`src/rtl/core/koc_ram.sv`:
```
module koc_ram #(
  parameter int unsigned Width = 8,
  parameter int unsigned Depth = 32
) (
  input  logic                     clk_i,
  input  logic                     we_i,
  input  logic [$clog2(Depth)-1:0] waddr_i,
  input  logic [Width-1:0]         wdata_i,
  input  logic [$clog2(Depth)-1:0] raddr_i,
  output logic [Width-1:0]         rdata_o
);

  logic [Width-1:0] mem_q [Depth];

  always_ff @(posedge clk_i) begin
    if (we_i) begin
      mem_q[waddr_i] <= wdata_i;
    end
    rdata_o <= mem_q[raddr_i];
  end

endmodule

```
`config.mk`:
```
export PLATFORM = sky130hd
export DESIGN_NAME = koc_ram
export DESIGN_NICKNAME = d
export VERILOG_FILES = /design/src/rtl/core/koc_ram.sv
export SDC_FILE = /design/constraint.sdc
export NUM_CORES = 1
export LEC_CHECK = 0
export BUFFER_PORTS_ARGS = -buffer_cell sky130_fd_sc_hd__buf_2
export CAP_MARGIN = 10
export CORE_ASPECT_RATIO = 1.25
export CORE_MARGIN = 2
export CORE_UTILIZATION = 55
export CTS_BUF_LIST = sky130_fd_sc_hd__clkbuf_16
export CTS_CLUSTER_DIAMETER = 40
export DETAILED_ROUTE_END_ITERATION = 7
export PLACE_DENSITY = 0.74
export SYNTH_ARGS = -nofsm -noshare
export SYNTH_HDL_FRONTEND = slang
export SYNTH_SLANG_ARGS = --single-unit
```
`constraint.sdc`:
```
create_clock -name clk_i -period 3.76 [get_ports clk_i]
set_clock_uncertainty 0.05 [all_clocks]
set_input_delay 0.188 -clock clk_i [delete_from_list [all_inputs] [get_ports clk_i]]
set_output_delay 0.188 -clock clk_i [all_outputs]
set_load 0.05 [all_outputs]
```
==> metrics.yaml <==
status: "finished, final reports clean"
clockBufferDepth: 3
p_clk_share_pct: 37.4
synth_top_family_by_area: "multiplexers"
die-width_um: 125
antenna_found_initial: 0
ys_ff_latch: 264
worstReg2RegEnd: "rdata_o[0]"
antennaDiodeCount: 0
gp_congestion: 0.821
root_buffer: "clkbuf_16"
whs_ps: 109
row_count: 55
start_util_pct: 55.8
avgSynthCellArea_um2: 24.1
worstSetupStartpoint: "raddr_i[2]"
worstPathArrival_ps: 2310
vias: 4439
grt_pass1_vias: 4455
start_kind: "primary input"
sw_frac_of_total_pct: 20.9
nFillCells: 1191
cts_tree: "yes"
io_pins: 28
drtAntennaViolNets: 0
dieArea_um2: 19400
power.switching_w: 0.00121
cp-end-kind: "flip-flop"
insertion_delay_ps: 510
drv_slew: 0
dr.pass1.iters: 5
core_um2: 18000
clock-sinks: 264
post-route-util_pct: 61.6
path_clk_slew_ps: 70
synth_cell_types: 15
yosysTopAreaCell: "edfxtp_1"
fin_ws_ps: 1790
layout-drive-gt1-share_pct: 32.5
p_comb_share_pct: 5.9
p_int_w: 0.00459
yosys-mux-area-fraction_pct: 18.8
post_cts_resized: 0
dp_hpwl_mm: 12.4
worstSetupPathType: "in -> reg"
final_nets: 472
power_frac_seq_pct: 56.7
setup_viol: 0
synth_fa_ha_area_share_pct: 0
vdd_drop_max_mv: 0.262
synth_xor_area_share_pct: 0
synth_nets: 437
hp-start: "raddr_i[3]"
grt_max_degree: 41
cp_max_fo: 38
max_freq_mhz: 508
critPathRequiredTime_ps: 4100
power.density_nw_per_um2: 522
post-route-period-util_pct: 52.3
hold_violations: 0
cts_hold_repair.buffers: 0
wl_per_cell_um: 28.5
r2r_cells: 3
worst_pin_slew_ps: 872
area_delta_synth_final_pct: 10.5
drt_iter0_drc: 694
rsz0062_at_grt: "false"
synth-compound-area-share_pct: 0
yosysSeqAreaShare_pct: 78.1
cts_setup_buffers: 0
synth.area.top_cells: "edfxtp_1 76%, mux4_2 18%, dfxtp_1 1.6%"
synth_cells: 417
drc: 0
min_to: "rdata_o[6]"
post-place-ws_ps: 1270
grtUsageTotal_pct: 20.9
hold_class: "in -> reg"
maxSlewHeadroom_pct: 41.6
min_period_ps: 1970
htree_levels: 1
wl_mm: 19.8
r2r_start: "mem_q[21][0]"
whs_path_depth: 2
p_leak_nw: 3.44
cap_violations: 0
grt_pass1_wl_mm: 29.7
yosys.area_share.simple_pct: 2.07
finalInstanceArea_um2: 11100
via_per_inst: 6.38
fin_setup_tns_ps: 0
cts-buffers-inserted: 23
die_h_um: 155
gr-total-overflow: 0
syn_area_um2: 10100
rrSetupSlack_ps: 1880
synth_top_area_share_pct: 76.5
place_area_um2: 10400
portBuffers: 27
synth_warnings: 0
-- registers in the layout, summed over array words and instances (netlist names) --
name / count
rdata_o: 8
mem_q: 256
-- cells in the mapped netlist, drive strengths merged --
| cell type | count |
|---|---|
| dfxtp | 8 |
| nand3b | 5 |
| nand2 | 1 |
| mux4 | 80 |
| clkbuf | 6 |
| edfxtp | 256 |
| nor2 | 33 |
| nand3 | 2 |
| or3b | 3 |
| mux2 | 8 |
| or3 | 1 |
| buf | 14 |
-- final cells by class --
class	instances	area [um^2]	area share, %
multi-input combinational	133	2100	18.9
timing repair buffer	30	185	1.67
clock inverter	18	114	1.03
sequential	264	7850	70.7
clock buffer	23	576	5.18
tap	228	285	2.57
-- worst max-delay path: stages --
cell and delay (ps):
buf_2 550, buf_12 330, mux4_2 390, mux4_2 540
mux2_2 290
-- placed cells by master, fill, tap and decap left out --
master / netlist / final
inv_1: 0 / 1
clkinv_2: 0 / 4
clkinv_1: 0 / 9
nand2_1: 1 / 1
clkbuf_16: 0 / 23
edfxtp_1: 256 / 256
or3_1: 1 / 1
bufinv_16: 0 / 1
buf_12: 0 / 2
dfxtp_1: 8 / 8
nand3_1: 2 / 2
inv_6: 0 / 1
or3b_2: 3 / 3
mux4_2: 80 / 80
nand3b_1: 5 / 5
nor2_1: 33 / 33
buf_4: 6 / 2
mux2_2: 8 / 8
buf_2: 1 / 26
clkinv_4: 0 / 2
-- metrics by stage --
step	power, W	std cells
finish	0.00580	696
global placement	0.00369	655
detailed placement	0.00370	655
global route	0.00595	696
floorplan	0.00356	417
CTS	0.00583	696
-- logic make-up (layout without fill, tap and decap cells) --
logic type             Yosys count  after routing
buffers and inverters           20             71
flip-flops                     264            264
multiplexers                    88             88
AND/OR/NAND/NOR                 45             45
-- per-layer routing --
metal / vias to the layer above / wire length (um) / track usage, %
met5: - / 0 / 0
li1: 1840 / - / -
met4: 0 / 256 / 4.34
met1: 2378 / 8020 / 31.6
met3: 27 / 1500 / 3.03
met2: 194 / 10000 / 33.9
-- worst max path at each step --
stage	to	slack, ps	cells past startpoint
2_1_floorplan	rdata_o[0]	1720	5
3_3_place_gp	rdata_o[5]	1290	5
3_5_place_dp	rdata_o[5]	1270	5
4_1_cts	rdata_o[0]	1790	5
5_1_grt	rdata_o[0]	1770	5
6_report	rdata_o[0]	1790	5
-- power by group through the flow --
stage	Combinational, W	Sequential, W	Clock, W
after floorplan	0.000174	0.00339	0
after global placement	0.000334	0.00335	0
after detailed placement	0.000344	0.00335	0
after CTS	0.000346	0.00329	0.00219
after global routing	0.000361	0.00329	0.00230
final	0.000342	0.00329	0.00217
Note: power is estimated with default switching activity, not from simulation.
